File: config.mk
export PLATFORM = sky130hd
export DESIGN_NAME = base64_line_wrapped_encoder_core
export DESIGN_NICKNAME = d
export VERILOG_FILES = /design/src/hdl/b64le_pkg.sv /design/src/hdl/base64_line_wrapped_encoder_core.sv /design/src/hdl/b64le_encoder.sv /design/src/hdl/b64le_serializer.sv
export SDC_FILE = /design/constraint.sdc
export NUM_CORES = 1
export LEC_CHECK = 0
export BUFFER_PORTS_ARGS = -buffer_cell sky130_fd_sc_hd__clkbuf_2
export CAP_MARGIN = 5
export CORE_MARGIN = 2
export CORE_UTILIZATION = 30
export CTS_BUF_LIST = sky130_fd_sc_hd__clkbuf_16
export DETAILED_ROUTE_END_ITERATION = 7
export PLACE_DENSITY = 0.54
export SLEW_MARGIN = 20
export SYNTH_ARGS = -nofsm -noshare
export SYNTH_HDL_FRONTEND = slang
export SYNTH_SLANG_ARGS = --single-unit
File: constraint.sdc
create_clock -name clk -period 6.3 [get_ports clk]
set_clock_uncertainty 0.2 [all_clocks]
set_input_delay 0.63 -clock clk [delete_from_list [all_inputs] [get_ports clk]]
set_output_delay 0.63 -clock clk [all_outputs]
set_load 0.05 [all_outputs]
File: src/hdl/b64le_pkg.sv
// Shared types, constants and the Base64 alphabet lookup for the line-wrapped encoder.
`default_nettype none
package b64le_pkg;

  localparam int unsigned LC_W    = 7;   // line character counter width
  localparam int unsigned GRP_MAX = 6;   // four characters plus CR LF
  localparam int unsigned CNT_W   = 3;
  localparam int unsigned IDX_W   = 3;

  localparam logic [7:0] CH_CR  = 8'h0D;
  localparam logic [7:0] CH_LF  = 8'h0A;
  localparam logic [7:0] CH_PAD = 8'h3D;  // '='

  localparam logic [CNT_W-1:0] CNT_NONE  = 3'd0;
  localparam logic [CNT_W-1:0] CNT_QUAD  = 3'd4;
  localparam logic [CNT_W-1:0] CNT_BREAK = 3'd6;

  // one encoded group handed from the encoder to the output serializer
  typedef struct packed {
    logic [GRP_MAX-1:0][7:0] chars;
    logic [CNT_W-1:0]        cnt;
    logic                    eot;
  } grp_t;

  function automatic logic [7:0] sextet_char(input logic [5:0] v);
    logic [7:0] ch;
    if (v < 6'd26) begin
      ch = 8'h41 + {2'b00, v};
    end else if (v < 6'd52) begin
      ch = 8'h61 + {2'b00, v} - 8'd26;
    end else if (v < 6'd62) begin
      ch = 8'h30 + {2'b00, v} - 8'd52;
    end else if (v == 6'd62) begin
      ch = 8'h2B;  // '+'
    end else begin
      ch = 8'h2F;  // '/'
    end
    return ch;
  endfunction

endpackage
`default_nettype wire

File: src/hdl/base64_line_wrapped_encoder_core.sv
// Top level of the streaming Base64 encoder with CR LF line wrapping.
//
// Input stream: one raw byte per item on in_tdata, in_tlast on the final
// byte of a message. Output stream: one ASCII character per item on
// out_tdata, out_tlast on the final character of the encoded message.
// Every third byte yields four characters, plus CR LF once the line holds
// LINE_WIDTH or more characters; a short tail is padded with '=' and ends
// without CR LF. State clears after the final byte.
// A group-completing or final byte shows its first character in the cycle
// after acceptance. Characters leave at one per cycle while out_tready is
// high, set by the single-character output port. Bytes that only fill the
// group are taken every cycle, also while characters are still draining.
// Reset (rst_n low, synchronous) empties the group and the output register.
// When the receiver stalls, the current character holds and in_tready falls
// only for a byte that would produce a new group of characters.
`default_nettype none
module base64_line_wrapped_encoder_core
  import b64le_pkg::*;
#(
  parameter int unsigned LINE_WIDTH = 76
) (
  input  wire logic       clk,
  input  wire logic       rst_n,
  input  wire logic       in_tvalid,
  output logic            in_tready,
  input  wire logic [7:0] in_tdata,   // [7:0] data_byte
  input  wire logic       in_tlast,   // last_byte
  output logic            out_tvalid,
  input  wire logic       out_tready,
  output logic [7:0]      out_tdata,  // [7:0] out_char
  output logic            out_tlast   // end_of_text
);

  grp_t grp;
  logic grp_ld;
  logic grp_free;

  b64le_encoder #(
    .LINE_WIDTH(LINE_WIDTH)
  ) u_enc (
    .clk      (clk),
    .rst_n    (rst_n),
    .in_tvalid(in_tvalid),
    .in_tready(in_tready),
    .in_tdata (in_tdata),
    .in_tlast (in_tlast),
    .grp_free (grp_free),
    .grp_ld   (grp_ld),
    .grp_o    (grp)
  );

  b64le_serializer u_ser (
    .clk       (clk),
    .rst_n     (rst_n),
    .grp_ld    (grp_ld),
    .grp_i     (grp),
    .grp_free  (grp_free),
    .out_tvalid(out_tvalid),
    .out_tready(out_tready),
    .out_tdata (out_tdata),
    .out_tlast (out_tlast)
  );

endmodule
`default_nettype wire

File: src/hdl/b64le_encoder.sv
// Byte gathering, group encoding, padding and line-break decision.
`default_nettype none
module b64le_encoder
  import b64le_pkg::*;
#(
  parameter int unsigned LINE_WIDTH = 76
) (
  input  wire logic       clk,
  input  wire logic       rst_n,
  input  wire logic       in_tvalid,
  output logic            in_tready,
  input  wire logic [7:0] in_tdata,
  input  wire logic       in_tlast,
  input  wire logic       grp_free,
  output logic            grp_ld,
  output grp_t            grp_o
);

  logic [7:0]      pend0_r, pend0_nxt;
  logic [7:0]      pend1_r, pend1_nxt;
  logic [1:0]      fill_r, fill_nxt;
  logic [LC_W-1:0] lc_r, lc_nxt;
  logic [LC_W-1:0] lc_sum;
  logic            emits;
  logic            acc;

  // only items that finish a group or end the message need the serializer
  assign emits     = (fill_r >= 2'd2) || in_tlast;
  assign in_tready = grp_free || !emits;
  assign acc       = in_tvalid && in_tready;
  assign grp_ld    = acc && emits;
  assign lc_sum    = lc_r + LC_W'(4);

  always_comb begin
    pend0_nxt   = pend0_r;
    pend1_nxt   = pend1_r;
    fill_nxt    = fill_r;
    lc_nxt      = lc_r;
    grp_o.chars = '0;
    grp_o.cnt   = CNT_NONE;
    grp_o.eot   = in_tlast;
    if (fill_r >= 2'd2) begin
      grp_o.chars[0] = sextet_char(pend0_r[7:2]);
      grp_o.chars[1] = sextet_char({pend0_r[1:0], pend1_r[7:4]});
      grp_o.chars[2] = sextet_char({pend1_r[3:0], in_tdata[7:6]});
      grp_o.chars[3] = sextet_char(in_tdata[5:0]);
      grp_o.chars[4] = CH_CR;
      grp_o.chars[5] = CH_LF;
      lc_nxt         = lc_sum;
      if (lc_sum >= LC_W'(LINE_WIDTH)) begin
        grp_o.cnt = CNT_BREAK;
        lc_nxt    = '0;
      end else begin
        grp_o.cnt = CNT_QUAD;
      end
      fill_nxt  = 2'd0;
      pend0_nxt = '0;
      pend1_nxt = '0;
    end else begin
      if (fill_r[0]) begin
        pend1_nxt = in_tdata;
      end else begin
        pend0_nxt = in_tdata;
      end
      fill_nxt = fill_r + 2'd1;
      if (in_tlast) begin
        grp_o.cnt = CNT_QUAD;
        if (fill_r == 2'd0) begin
          grp_o.chars[0] = sextet_char(in_tdata[7:2]);
          grp_o.chars[1] = sextet_char({in_tdata[1:0], 4'b0000});
          grp_o.chars[2] = CH_PAD;
        end else begin
          grp_o.chars[0] = sextet_char(pend0_r[7:2]);
          grp_o.chars[1] = sextet_char({pend0_r[1:0], in_tdata[7:4]});
          grp_o.chars[2] = sextet_char({in_tdata[3:0], 2'b00});
        end
        grp_o.chars[3] = CH_PAD;
      end
    end
    if (in_tlast) begin
      pend0_nxt = '0;
      pend1_nxt = '0;
      fill_nxt  = 2'd0;
      lc_nxt    = '0;
    end
  end

  always_ff @(posedge clk) begin
    if (!rst_n) begin
      pend0_r <= '0;
      pend1_r <= '0;
      fill_r  <= 2'd0;
      lc_r    <= '0;
    end else if (acc) begin
      pend0_r <= pend0_nxt;
      pend1_r <= pend1_nxt;
      fill_r  <= fill_nxt;
      lc_r    <= lc_nxt;
    end
  end

endmodule
`default_nettype wire

File: src/hdl/b64le_serializer.sv
// Group register that drains one character per ready cycle onto the output.
`default_nettype none
module b64le_serializer
  import b64le_pkg::*;
(
  input  wire logic       clk,
  input  wire logic       rst_n,
  input  wire logic       grp_ld,
  input  wire grp_t       grp_i,
  output logic            grp_free,
  output logic            out_tvalid,
  input  wire logic       out_tready,
  output logic [7:0]      out_tdata,
  output logic            out_tlast
);

  logic [GRP_MAX-1:0][7:0] chars_r;
  logic [CNT_W-1:0]        cnt_r, cnt_nxt;
  logic [IDX_W-1:0]        idx_r, idx_nxt;
  logic                    eot_r;
  logic                    on_final;
  logic                    take;

  assign out_tvalid = (cnt_r != CNT_NONE);
  assign on_final   = (idx_r == IDX_W'(cnt_r - CNT_W'(1)));
  assign take       = out_tvalid && out_tready;
  // a new group may land in the same cycle the last character leaves
  assign grp_free   = !out_tvalid || (take && on_final);
  assign out_tdata  = chars_r[idx_r];
  assign out_tlast  = eot_r && on_final;

  always_comb begin
    cnt_nxt = cnt_r;
    idx_nxt = idx_r;
    if (grp_ld) begin
      cnt_nxt = grp_i.cnt;
      idx_nxt = '0;
    end else if (take) begin
      if (on_final) begin
        cnt_nxt = CNT_NONE;
        idx_nxt = '0;
      end else begin
        idx_nxt = idx_r + IDX_W'(1);
      end
    end
  end

  always_ff @(posedge clk) begin
    if (!rst_n) begin
      cnt_r <= CNT_NONE;
      idx_r <= '0;
    end else begin
      cnt_r <= cnt_nxt;
      idx_r <= idx_nxt;
    end
  end

  always_ff @(posedge clk) begin
    if (grp_ld) begin
      chars_r <= grp_i.chars;
      eot_r   <= grp_i.eot;
    end
  end

  a_idx_in_range: assert property (@(posedge clk) disable iff (!rst_n)
    out_tvalid |-> (IDX_W'(idx_r) < cnt_r))
    else $error("character index past group end");

  a_cnt_legal: assert property (@(posedge clk) disable iff (!rst_n)
    (cnt_r == CNT_NONE) || (cnt_r == CNT_QUAD) || (cnt_r == CNT_BREAK))
    else $error("illegal group size");

  a_ld_when_free: assert property (@(posedge clk) disable iff (!rst_n)
    grp_ld |-> grp_free)
    else $error("group loaded over undelivered characters");

  a_ld_starts: assert property (@(posedge clk) disable iff (!rst_n)
    grp_ld |=> (cnt_r == $past(grp_i.cnt)) && (idx_r == '0))
    else $error("group load did not restart serializer");

endmodule
`default_nettype wire

==> run summary, run 1 <==
The routability congestion estimate is 0.9043. The die width is 142.8 um. The worst endpoint data arrival time came out at 2340 ps. Setup repair after global routing left no endpoint under its margin. Ranked by total cell area, the synthesized netlist is headed by sky130_fd_sc_hd__edfxtp_1, sky130_fd_sc_hd__ha_1, sky130_fd_sc_hd__dfxtp_1. The critical path starts at u_ser.idx_r[0].

STA classifies the critical path endpoint as an output port. The area fraction of the dominant cell type after synthesis is 17.67%. In this run the critical register-to-register path is captured at u_ser.chars_r[12]. The count of cell instances traversed by the critical path is 4. The setup TNS came out at 0 ps. The total detailed-routing wirelength is 17.27 mm. Summed over all nets, the half-perimeter wirelength after detailed placement is 12.79 mm. The worst setup path is launched from a flip-flop. The run finished with clean final reports.

The mean routed wirelength per cell is about 18 um. The startpoint of the worst register-to-register path is u_enc.pend0_r[1]. The number of nets in the synthesized netlist is approximately 750. The number of buffers on the longest clock path came out at 2. Hold is met by approximately 280 ps.

The worst path uses 50.38% of the clock period. The tightest min-delay check is of the flip-flop to flip-flop type. The initial antenna violation count came to 0.

The worst endpoint required time came out at 5470 ps. The number of global-route vias before repair is just over 5000. After the first detailed-routing iteration, the DRC count stood at around 550. The layout overhead on the synthesized area is 8.747%.

Hold repair after CTS inserted 0 buffers. The first global-routing pass estimated 27.63 mm of wire. The number of failing hold endpoints at the final stage is 0. The number of optimization iterations in the first detailed-route pass came out at 5. VDD sags by at most 0.00008953 V. For this run, the leading register cell type out of synthesis is sky130_fd_sc_hd__edfxtp_1. The worst reg-to-reg path cell count came out at 6.

The static power due to leakage came out at 2.301 nW. Traced cell by cell, the critical path runs through inv_1 -> nor3_1 -> and2_1 -> clkbuf_2. Counting every instance in the synthesized netlist gives 688. Cells with a size suffix above 1 make up 9.453% of the layout. The number of different library cells in the post-synthesis netlist came out at 80. The critical path buffer and inverter count came out at 2.

The synthesized design contains 62 register bits. The later-pin clock latency in the skew report came out at 350 ps. The die span in y came out at about 140 um. The clock period minus worst slack is between 3000 and 4000 ps. The H-tree was split into 3 levels. The TritonCTS sink count is 62. Setup violations remaining at the end of the flow were counted as 0. The number of flops mapped to enable cells by yosys is 34. In this design, the stage delay of the slowest critical-path cell is ~860 ps.

The maximum number of pins on one net before global-route repair came out at 38. During synthesis, Yosys emitted a total of 0 warnings. The slack of the worst reg-to-reg path is 3380 ps. The async set or reset register ratio after synthesis came out at 0%. The number of setup buffers added after CTS came out at 0. The number of resized instances in the post-cts repair step came out at 0. The clock root buffer master is sky130_fd_sc_hd__clkbuf_16.

The path type of the worst setup path is flip-flop to output port. The area of the die came out at 0.02039 mm2. The mapped netlist covers 0.005779 mm2. Across every metal layer, demand over resource in global routing totals 17.38%.

The effective utilization at floorplan is 30.69%. The slew at the pin closest to its max-slew limit is 832.3 ps. The count of unresolved DRC violations after routing is 0. The global route total overflow is 0.

The clock-pin slew reported for the worst setup and hold paths after clock tree synthesis is 60 ps. The cell count of the worst hold path is 2. The slowest stage of the critical path belongs to the cell sky130_fd_sc_hd__dfxtp_1. The CTS tree is yes.

The headroom to the max-slew limit is between 40% and 50%. The startpoint identified for the worst hold timing path is u_enc.lc_r[6]. The number of max-slew violations in the final report came out at 0.

The placement row count is 50. The placed cell count came out at 921. The sequential-to-total area share from yosys stat is 27.37%. Using the TritonRoute via totals, the vias-per-cell ratio works out to 5.665. The count of buffers added on input and output ports is 23.

The average instance area after synthesis came out at 8.400 um2. The total number of vias came out at about 5300. The biggest area contributor in the post-synthesis netlist is sky130_fd_sc_hd__edfxtp_1. The tool flagged a number of max-cap violations equal to 0. The number of top-level pins came out at 24. Leaving out filler cells and counting taps, the final layout contains 937.

The kind of cell with the highest combined delay along the critical path is flip-flops. The count of inserted antenna diode cells came out at 0. Along the worst path, the maximum fanout reaches 17.

Static timing analysis puts the maximum clock frequency at 315.1 MHz. The worst hold path terminates at u_enc.lc_r[6]. The number of buffers created by CTS came out at 9. The floorplan step defined a core boundary enclosing 0.01883 mm2. The post-layout net count is 730. The count of nets left with antenna violations after detail routing is 0. The total power divided by cell area came out at 190.1 mW/mm2.
Yosys cell counts, types with 5 or more instances:
cell                       instances
sky130_fd_sc_hd__xor2_1           11
sky130_fd_sc_hd__nor2_1           34
sky130_fd_sc_hd__dfxtp_1          28
sky130_fd_sc_hd__a22oi_1          10
sky130_fd_sc_hd__edfxtp_1         34
sky130_fd_sc_hd__a311oi_1          5
sky130_fd_sc_hd__o21ai_0          43
sky130_fd_sc_hd__a211oi_1          8
sky130_fd_sc_hd__ha_1             45
sky130_fd_sc_hd__o21bai_1          8
sky130_fd_sc_hd__a22o_1           13
sky130_fd_sc_hd__nor2b_1          20
sky130_fd_sc_hd__o31ai_1           7
sky130_fd_sc_hd__mux4_2            6
sky130_fd_sc_hd__mux2i_1           9
sky130_fd_sc_hd__and3_1            7
sky130_fd_sc_hd__a31o_2            6
sky130_fd_sc_hd__xnor2_1          21
sky130_fd_sc_hd__nand2_1          41
sky130_fd_sc_hd__and2_1           10
sky130_fd_sc_hd__a21oi_1          48
sky130_fd_sc_hd__or3_1             5
sky130_fd_sc_hd__clkbuf_1         22
sky130_fd_sc_hd__nand2b_1         11
sky130_fd_sc_hd__o211ai_1          6
sky130_fd_sc_hd__nor3_1           20
sky130_fd_sc_hd__a21o_1           15
sky130_fd_sc_hd__inv_1            35
sky130_fd_sc_hd__buf_2            26
sky130_fd_sc_hd__nand4_1           9
sky130_fd_sc_hd__a21boi_0          5
sky130_fd_sc_hd__nand3_1          24
sky130_fd_sc_hd__nor4_1           10
sky130_fd_sc_hd__o22ai_1           5
sky130_fd_sc_hd__a31oi_1          11
through the flow:
stage / instance area (um2) / utilization, % / worst slack [ps] / total power, mW
floorplan: 5779 / - / 3600 / 0.6469
global placement: 5995 / 31.83 / 2985 / 0.7121
detailed placement: 5995 / 31.83 / 2951 / 0.7094
CTS: 6285 / 33.38 / 3081 / 1.203
global route: 6285 / 33.38 / 2899 / 1.247
finish: 6285 / 33.38 / 3126 / 1.195
placed cells by master (no fill, tap or decap), types with 5 or more instances in the layout:
| cell type | synthesis | routed |
|---|---|---|
| sky130_fd_sc_hd__a211oi_1 | 8 | 8 |
| sky130_fd_sc_hd__a21boi_0 | 5 | 5 |
| sky130_fd_sc_hd__a21o_1 | 15 | 15 |
| sky130_fd_sc_hd__a21oi_1 | 48 | 48 |
| sky130_fd_sc_hd__a22o_1 | 13 | 13 |
| sky130_fd_sc_hd__a22oi_1 | 10 | 10 |
| sky130_fd_sc_hd__a311oi_1 | 5 | 5 |
| sky130_fd_sc_hd__a31o_2 | 6 | 6 |
| sky130_fd_sc_hd__a31oi_1 | 11 | 11 |
| sky130_fd_sc_hd__and2_1 | 10 | 10 |
| sky130_fd_sc_hd__and3_1 | 7 | 7 |
| sky130_fd_sc_hd__clkbuf_16 | 0 | 9 |
| sky130_fd_sc_hd__clkbuf_2 | 1 | 23 |
| sky130_fd_sc_hd__dfxtp_1 | 28 | 28 |
| sky130_fd_sc_hd__edfxtp_1 | 34 | 34 |
| sky130_fd_sc_hd__ha_1 | 45 | 45 |
| sky130_fd_sc_hd__inv_1 | 35 | 36 |
| sky130_fd_sc_hd__mux2i_1 | 9 | 9 |
| sky130_fd_sc_hd__mux4_2 | 6 | 6 |
| sky130_fd_sc_hd__nand2_1 | 41 | 41 |
| sky130_fd_sc_hd__nand2b_1 | 11 | 11 |
| sky130_fd_sc_hd__nand3_1 | 24 | 24 |
| sky130_fd_sc_hd__nand4_1 | 9 | 9 |
| sky130_fd_sc_hd__nor2_1 | 34 | 34 |
| sky130_fd_sc_hd__nor2b_1 | 20 | 20 |
| sky130_fd_sc_hd__nor3_1 | 20 | 20 |
| sky130_fd_sc_hd__nor4_1 | 10 | 10 |
| sky130_fd_sc_hd__o211ai_1 | 6 | 6 |
| sky130_fd_sc_hd__o21ai_0 | 43 | 43 |
| sky130_fd_sc_hd__o21bai_1 | 8 | 8 |
| sky130_fd_sc_hd__o22ai_1 | 5 | 5 |
| sky130_fd_sc_hd__o31ai_1 | 7 | 7 |
| sky130_fd_sc_hd__or3_1 | 5 | 5 |
| sky130_fd_sc_hd__xnor2_1 | 21 | 21 |
| sky130_fd_sc_hd__xor2_1 | 11 | 11 |
report_power, final:
| group | switching [mW] | internal [mW] |
|---|---|---|
| clock | 0.187 | 0.303 |
| combinational | 0.157 | 0.0830 |
| sequential | 0.0171 | 0.448 |
registers in the layout, summed over array words and instances (netlist names):
name / cells
u_ser.eot_r: 1
u_ser.idx_r: 3
u_enc.pend0_r: 8
u_enc.lc_r: 5
u_enc.fill_r: 2
u_enc.pend1_r: 8
u_ser.cnt_r: 2
u_ser.chars_r: 33
worst max path at each step:
stage	end	slack, ps
2_1_floorplan	out_tdata[0]	3600
3_3_place_gp	u_ser.chars_r[4]	2990
3_5_place_dp	u_ser.chars_r[4]	2950
4_1_cts	out_tlast	3080
5_1_grt	out_tlast	2900
6_report	out_tlast	3130
metal layers:
metal	vias to the layer above	wire, um	GRT usage (%)
met2	189	7785	27.25
li1	2558	-	-
met5	-	36	1.504
met3	28	1066	3.521
met1	2531	8008	23.86
met4	2	371	5.524
cell type report:
| cell class | instances | area, um2 |
|---|---|---|
| Fill cell | 1967 | 12550 |
| Multi-Input combinational cell | 537 | 3819 |
| Sequential cell | 62 | 1582 |
| Tap cell | 260 | 325.3 |
| Clock buffer | 9 | 225.2 |
| Inverter | 37 | 138.9 |
| Timing Repair Buffer | 25 | 130.1 |
| Clock inverter | 7 | 65.06 |
worst register-to-register path: cells and delay by family, from the launching register on:
| family | cells | cell delay (ps) |
|---|---|---|
| simple gates | 2 | 690 |
| compound gates | 2 | 620 |
| flops | 1 | 580 |
| fa+ha+maj | 1 | 350 |
| buf+inv | 1 | 180 |
kinds of logic after synthesis:
family                   Yosys count  share of synthesized area [%]
flip-flops                        62                          27.37
AO/OA/AOI/OAI                    231                          27.69
XOR/XNOR                          32                          4.850
adder cells (fa/ha/maj)           45                          9.742
buffers and inverters             89                          6.560
multiplexers                      15                          3.897
AND/OR/NAND/NOR                  214                          19.90
(Power assumes the default switching activity.)
==> run 2, diff against run 1 <==
--- a/config.mk
+++ b/config.mk
@@ -11,7 +11,7 @@
 export CORE_UTILIZATION = 30
 export CTS_BUF_LIST = sky130_fd_sc_hd__clkbuf_16
 export DETAILED_ROUTE_END_ITERATION = 7
-export PLACE_DENSITY = 0.54
+export PLACE_DENSITY = 0.55
 export SLEW_MARGIN = 20
 export SYNTH_ARGS = -nofsm -noshare
 export SYNTH_HDL_FRONTEND = slang
==> constraint.sdc (replaced) <==
create_clock -name clk -period 2.85 [get_ports clk]
set_clock_uncertainty 0.2 [all_clocks]
set_input_delay 0.285 -clock clk [delete_from_list [all_inputs] [get_ports clk]]
set_output_delay 0.285 -clock clk [all_outputs]
set_load 0.05 [all_outputs]
==> run summary, run 2 (synthesized netlist as in run 1, its figures left out) <==
The headroom to the max-slew limit is 40.25% (-4.2 points). The number of optimization iterations in the first detailed-route pass came out at 6 (+1). The number of hold buffers added after cts is 0 (unchanged). The total number of vias came out at 5429 (+2.3%). The number of max-slew violations in the final report is 0 (unchanged). The max-capacitance violation count is 0 (unchanged). The initial antenna violation count is 0 (unchanged).

The H-tree depth is 3 (unchanged). The cell count of the worst hold path came out at 3 (+1). The static power due to leakage came out at 2.472 nW (+7.4%). TritonCTS built the clock tree. The number of buffers on the longest clock path is 2 (unchanged).

Based on the critical path, the design can be clocked at up to 370.4 MHz. The wire length of the first global-routing pass was 28.33 mm (+2.5%). The flow ran to the end, and the final reports show no timing, DRC or antenna violations. The global-route usage over all layers came out at 17.93% (+0.55 points).

The minimum setup slack after placement is 270.0 ps (-2681 ps). The fill cell instance count of the final layout came out at 1947 (-1.0%). The die width came out at 142.8 um (unchanged). The number of failing hold endpoints at the final stage is 0 (unchanged). The share of final-layout standard cells stronger than drive strength 1 is 13.56% (+4.1 points). Setup repair after global routing left no endpoint under its margin. The effective utilization at floorplan is 30.69% (unchanged). The most crowded layer after global routing is met2.

The slew at the pin closest to its max-slew limit is 895.0 ps (+62.67 ps). The clock-pin slew reported for the worst setup and hold paths after clock tree synthesis came to 60 ps (about the same). The global route total overflow is 0 (unchanged). The final setup violation count was 0 (unchanged). The placement row count came out at 50 (unchanged). The power consumption was 2.744 mW (+130%). The number of violations reported at the end of detailed-routing iteration 0 came out at 573 (+3.4%). The worst endpoint required time is 2370 ps (-3100 ps). The largest stage delay on the critical path was 450 ps (-410 ps). The met2 demand-to-capacity share in global routing came out at 27.15% (-0.10 points). In the final layout, the registers with the most flip-flops are u_ser.chars_r: 33 flops, u_enc.pend0_r: 8 flops, u_enc.pend1_r: 8 flops. The number of buffers created by CTS was 9 (unchanged). The met3 global-route usage was 3.085% (-0.44 points). The cell area after layout came out at 0.006536 mm2 (+4.0%). The flip-flop count of the largest register after layout is 33 (unchanged). The via density per instance came out at 5.608 (-1.0%). The half-perimeter wire length after detailed placement came to 13.49 mm (+5.5%). The worst reg-to-reg path cell count came out at 7 (+1).

The final critical-path setup slack is 150.2 ps (-2976 ps). The number of global-route vias before repair is 4965 (-1.5%). The number of port buffers came out at 23 (unchanged). The TritonCTS sink count came out at 62 (unchanged).

The worst endpoint data arrival time is 2210 ps (-130 ps). The worst voltage drop across the vdd grid came out at 0.0002213 V (+150%). The placed cell count came out at 952 (+3.4%). The sequential cell area is 0.001582 mm2 (unchanged). The worst setup path is launched from a flip-flop. Leaving out fill and tap cells, the most frequent cell in the layout is sky130_fd_sc_hd__a21oi_1. The setup TNS is 0 ps (unchanged). The slowest stage of the critical path belongs to the cell sky130_fd_sc_hd__nor3_1. The area of the die came out at 0.02039 mm2 (unchanged). The multi-input combinational cell area is 0.003819 mm2 (unchanged). The maximum fanout along the worst path came out at 5 (-12). The mean routed wirelength per cell came out at 18.61 um (+0.96%).

The final cell count without fillers is 968 (+3.3%). The top cell types in the final layout, fill and taps aside, are sky130_fd_sc_hd__a21oi_1, sky130_fd_sc_hd__ha_1, sky130_fd_sc_hd__o21ai_0. The period utilization came out at 94.73%. u_ser.chars_r holds more flip-flops than any other register. The post-layout net count was 761 (+4.2%). Relative to the synthesized area, the layout overhead comes to 13.10%. The number of resized instances in the post-cts repair step was 0 (unchanged).

The routability congestion estimate is 0.9052 (about the same). The total detailed-routing wirelength came out at 18.01 mm (+4.3%). The die span in y came out at 142.8 um (unchanged). The root buffer cell chosen for the clock tree is sky130_fd_sc_hd__clkbuf_16. The clock period minus worst slack is 2700 ps. STA classifies the critical path endpoint as an output port. The later-pin clock latency in the skew report is 350 ps (about the same). The count of unresolved DRC violations after routing is 0 (unchanged).

The maximum number of pins on one net before global-route repair came out at 25 (-34%). The count of inserted antenna diode cells came out at 0 (unchanged). The count of nets left with antenna violations after detail routing came out at 0 (unchanged). The critical path is of the flip-flop to output port type.

The signal on the critical path passes through inv_1 -> ha_1 -> xnor2_1 -> nor3_1 -> and2_1 -> clkbuf_2. The area of the core region is 0.01883 mm2 (unchanged). The total power divided by cell area came out at 419.7 mW/mm2 (+120%).

The number of setup buffers added after CTS is 0 (unchanged). The number of top-level pins came out at 24 (unchanged). The path class of the lowest-slack min-delay path is input pin to flip-flop.

The area of placed instances is 0.006227 mm2 (+3.9%). The met1 capacity usage during global routing is 26.12% (+2.3 points).
-- run 2: cell types whose count changed in the layout (fill, tap and decap cells not counted) --
cell,before,now
sky130_fd_sc_hd__clkinv_2,0,1
sky130_fd_sc_hd__buf_4,2,33
sky130_fd_sc_hd__clkinv_1,3,2
sky130_fd_sc_hd__clkbuf_16,9,10
sky130_fd_sc_hd__clkinvlp_4,2,1
-- run 2: power breakdown --
part	internal (mW)	switching, mW
clock network	0.725	0.426
logic	0.206	0.366
registers	0.989	0.0320
-- run 2: path summary, 6_finish.rpt --
kind / end / start / slack (ps)
max: out_tlast / u_ser.cnt_r[1] / 150
min: u_enc.pend1_r[3] / in_tdata[3] / 130
max reg2reg: u_ser.chars_r[22] / u_enc.pend1_r[0] / 210
min reg2reg: u_enc.lc_r[6] / u_enc.lc_r[6] / 280
-- run 2: metrics by stage --
stage                     utilization [%]  hold slack [ps]
final                               34.71            132.2
after global routing                34.71            177.9
after CTS                           34.71            138.3
after detailed placement            33.07            276.3
after global placement              33.07            266.0
after floorplan                         -            183.9
-- run 2: per-layer routing --
| metal | share of wire [%] | up-vias | routed length [um] |
|---|---|---|---|
| li1 | - | 2607 | - |
| met1 | 48 | 2578 | 8585 |
| met2 | 44 | 216 | 7927 |
| met3 | 6.5 | 28 | 1163 |
| met4 | 1.8 | 0 | 333 |
| met5 | 0 | - | 0 |
-- run 2: critical path, delay by kind of cell, from the launching register on --
| family | cells | cell delay, ps |
|---|---|---|
| AND/OR/NAND/NOR | 2 | 650 |
| flip-flops | 1 | 400 |
| buffers and inverters | 2 | 340 |
| adder cells (fa/ha/maj) | 1 | 330 |
| XOR/XNOR | 1 | 150 |
-- run 2: layout make-up --
type                       instances  share of cell area (%)
multi-input combinational        537                   58.42
sequential                        62                   24.20
timing repair buffer              56                   5.551
tap                              260                   4.977
clock buffer                      10                   3.828
inverter                          37                   2.125
clock inverter                     6                  0.8997
==> run 3, diff against run 2 <==
--- a/config.mk
+++ b/config.mk
@@ -11,7 +11,7 @@
 export CORE_UTILIZATION = 30
 export CTS_BUF_LIST = sky130_fd_sc_hd__clkbuf_16
 export DETAILED_ROUTE_END_ITERATION = 7
-export PLACE_DENSITY = 0.55
+export PLACE_DENSITY = 0.54
 export SLEW_MARGIN = 20
 export SYNTH_ARGS = -nofsm -noshare
 export SYNTH_HDL_FRONTEND = slang
==> constraint.sdc (replaced) <==
create_clock -name clk -period 2.8 [get_ports clk]
set_clock_uncertainty 0.2 [all_clocks]
set_input_delay 0.28 -clock clk [delete_from_list [all_inputs] [get_ports clk]]
set_output_delay 0.28 -clock clk [all_outputs]
set_load 0.05 [all_outputs]
==> run summary, run 3 (synthesized netlist as in run 1, its figures left out) <==
The half-perimeter wire length after detailed placement came to 13.58 mm (+0.65%). The number of port buffers is 23 (unchanged). The H-tree depth was 3 (unchanged). The number of max-slew violations in the final report is 0 (unchanged). Leaving out fill and tap cells, the most frequent cell in the layout is sky130_fd_sc_hd__a21oi_1. The count of inserted antenna diode cells came out at 0 (unchanged). The number of violations reported at the end of detailed-routing iteration 0 came out at 548 (-4.4%).

The final worst hold slack came out at 140.2 ps (+8.002 ps). The capturing point of the worst reg2reg path is u_ser.chars_r[20]. The global-route usage over all layers came out at 17.86% (-0.072 points). The clock period minus worst slack came out at 2594 ps. The die width is 142.8 um (unchanged).

The final setup violation count came to 0 (unchanged). The via density per instance is 5.567 (-0.74%). The routability congestion estimate is 0.9371 (+3.5%). The setup TNS came out at 0 ps (unchanged). The worst hold path belongs to the class input pin to flip-flop. The later-pin clock latency in the skew report is 340 ps (about the same). The total number of vias is 5428 (-0.018%).

The maximum fanout along the worst path is 8 (+3). The headroom to the max-slew limit came to 54.85% (+15 points). The number of top-level pins is 24 (unchanged). The worst endpoint data arrival time is 2480 ps (+270 ps). The placement row count came to 50 (unchanged). The number of buffers created by CTS was 9 (unchanged).

The critical path starts at u_enc.pend1_r[0]. The post-layout net count was 768 (+0.92%). The area of the core region came out at 0.01883 mm2 (unchanged). The clock-pin slew reported for the worst setup and hold paths after clock tree synthesis came out at 60 ps (about the same).

The count of nets left with antenna violations after detail routing is 0 (unchanged). The mean routed wirelength per cell came out at 18.29 um (-1.7%). The worst register-to-register path begins at u_enc.pend1_r[0]. The die span in y is 142.8 um (unchanged). The max-capacitance violation count is 0 (unchanged). The worst endpoint required time was 2690 ps (+320 ps). The number of buffers on the longest clock path was 2 (unchanged). The worst voltage drop across the vdd grid is 0.0002135 V (-3.5%).

The total detailed-routing wirelength is 17.83 mm (-0.99%). The count of unresolved DRC violations after routing is 0 (unchanged). The worst setup path is of the flip-flop to flip-flop kind. The maximum number of pins on one net before global-route repair was 31 (+24%).

Leaving out fill and tap cells, the most frequent cells in the layout are sky130_fd_sc_hd__a21oi_1, sky130_fd_sc_hd__ha_1, sky130_fd_sc_hd__o21ai_0. The register with the most flip-flops in the final layout is u_ser.chars_r. The effective utilization at floorplan came to 30.69% (unchanged). The run finished with clean final reports. The clock root buffer master is sky130_fd_sc_hd__clkbuf_16. Setup repair after global routing left no endpoint under its margin.

The share of final-layout standard cells stronger than drive strength 1 came out at 14.69% (+1.1 points). The initial antenna violation count is 0 (unchanged). The worst reg-to-reg path cell count is 7 (unchanged). The TritonCTS sink count came out at 62 (unchanged).

The slack of the worst reg-to-reg path came out at 210 ps (about the same). The slew at the pin closest to its max-slew limit is 674.7 ps (-220.3 ps). The worst setup path is captured at a flip-flop.

Of the available clock period, the critical path in the final layout requires slightly above 90%. The number of global-route vias before repair came to 4999 (+0.68%). The maximum clock frequency is around 390 MHz. The number of setup buffers added after CTS is 0 (unchanged). The static power due to leakage came out at 2.514 nW (+1.7%). The global route total overflow came to 0 (unchanged). The worst setup path is launched from a flip-flop. TritonCTS built the clock tree. The area of the die came out at 0.02039 mm2 (unchanged).

The flip-flop count of the largest register after layout came out at 33 (unchanged). The number of failing hold endpoints at the final stage came out at 0 (unchanged). The layout overhead on the synthesized area came out at 14.33%. The largest registers in the layout are u_ser.chars_r: 33 flops, u_enc.pend0_r: 8 flops, u_enc.pend1_r: 8 flops. The wire length of the first global-routing pass came out at 28.22 mm (-0.39%).

The total power divided by cell area is 422.8 mW/mm2 (+0.74%). Following the worst setup path forward leads to its endpoint at u_ser.chars_r[20]. The number of optimization iterations in the first detailed-route pass came out at 5 (-1).
==> run 3: changes by cell type in the layout (fill, tap and decap cells not counted), sizes merged <==
cell,before,now
buf,33,40
==> run 3: final cells by class <==
type	instances	area [um2]
fill	1967	12220
clock inverter	6	60.06
sequential	62	1582
tap	260	325.3
timing repair buffer	63	427.9
clock buffer	10	250.2
inverter	37	138.9
multi-input combinational	537	3824
==> run 3: critical path: stages, from the launching register on <==
cell and delay (ps):
sky130_fd_sc_hd__dfxtp_1 460, sky130_fd_sc_hd__inv_1 160, sky130_fd_sc_hd__ha_1 260, sky130_fd_sc_hd__a211oi_2 320, sky130_fd_sc_hd__or2_1 300, sky130_fd_sc_hd__nor3_1 80
sky130_fd_sc_hd__or3_1 300, sky130_fd_sc_hd__a31o_2 240
==> run 3: worst min-delay path by stage <==
stage,from,end,slack (ps),cells past startpoint
3_3_place_gp,u_enc.lc_r[6],u_enc.lc_r[6],270,2
4_1_cts,in_tdata[7],u_enc.pend0_r[7],140,2
5_1_grt,in_tdata[7],u_enc.pend0_r[7],170,2
2_1_floorplan,in_tlast,u_ser.eot_r,180,0
6_report,in_tdata[7],u_enc.pend0_r[7],140,2
3_5_place_dp,u_enc.lc_r[6],u_enc.lc_r[6],270,2
==> run 3: repair_timing <==
item,in CTS,in global routing
gates resized for setup,0,1
setup endpoints to repair,0,1
hold buffers,0,0
==> run 3: layer usage <==
| layer | GRT usage (%) | vias up | wire (um) |
|---|---|---|---|
| met4 | 6.931 | 0 | 526 |
| met2 | 27.48 | 241 | 7924 |
| li1 | - | 2637 | - |
| met3 | 2.783 | 33 | 1173 |
| met5 | 0 | - | 0 |
| met1 | 25.10 | 2517 | 8208 |
==> run 3: report_power, final <==
part / internal (mW) / leakage [nW] / total [mW] / switching (mW)
Combinational: 0.216 / 1.81 / 0.585 / 0.369
Sequential: 1.01 / 0.548 / 1.04 / 0.0311
Clock: 0.739 / 0.155 / 1.17 / 0.432
==> run 3: stage by stage <==
stage | worst slack (ps) | total power, mW | utilization (%) | instance area (um2) | instances
detailed placement | 223.8 | 1.634 | 33.42 | 6292 | 959
CTS | 59.68 | 2.805 | 35.06 | 6603 | 975
floorplan | 440.0 | 1.455 | - | 5779 | 688
global route | 16.74 | 2.910 | 35.09 | 6608 | 975
finish | 205.8 | 2.794 | 35.09 | 6608 | 975
global placement | 275.0 | 1.640 | 33.42 | 6292 | 959
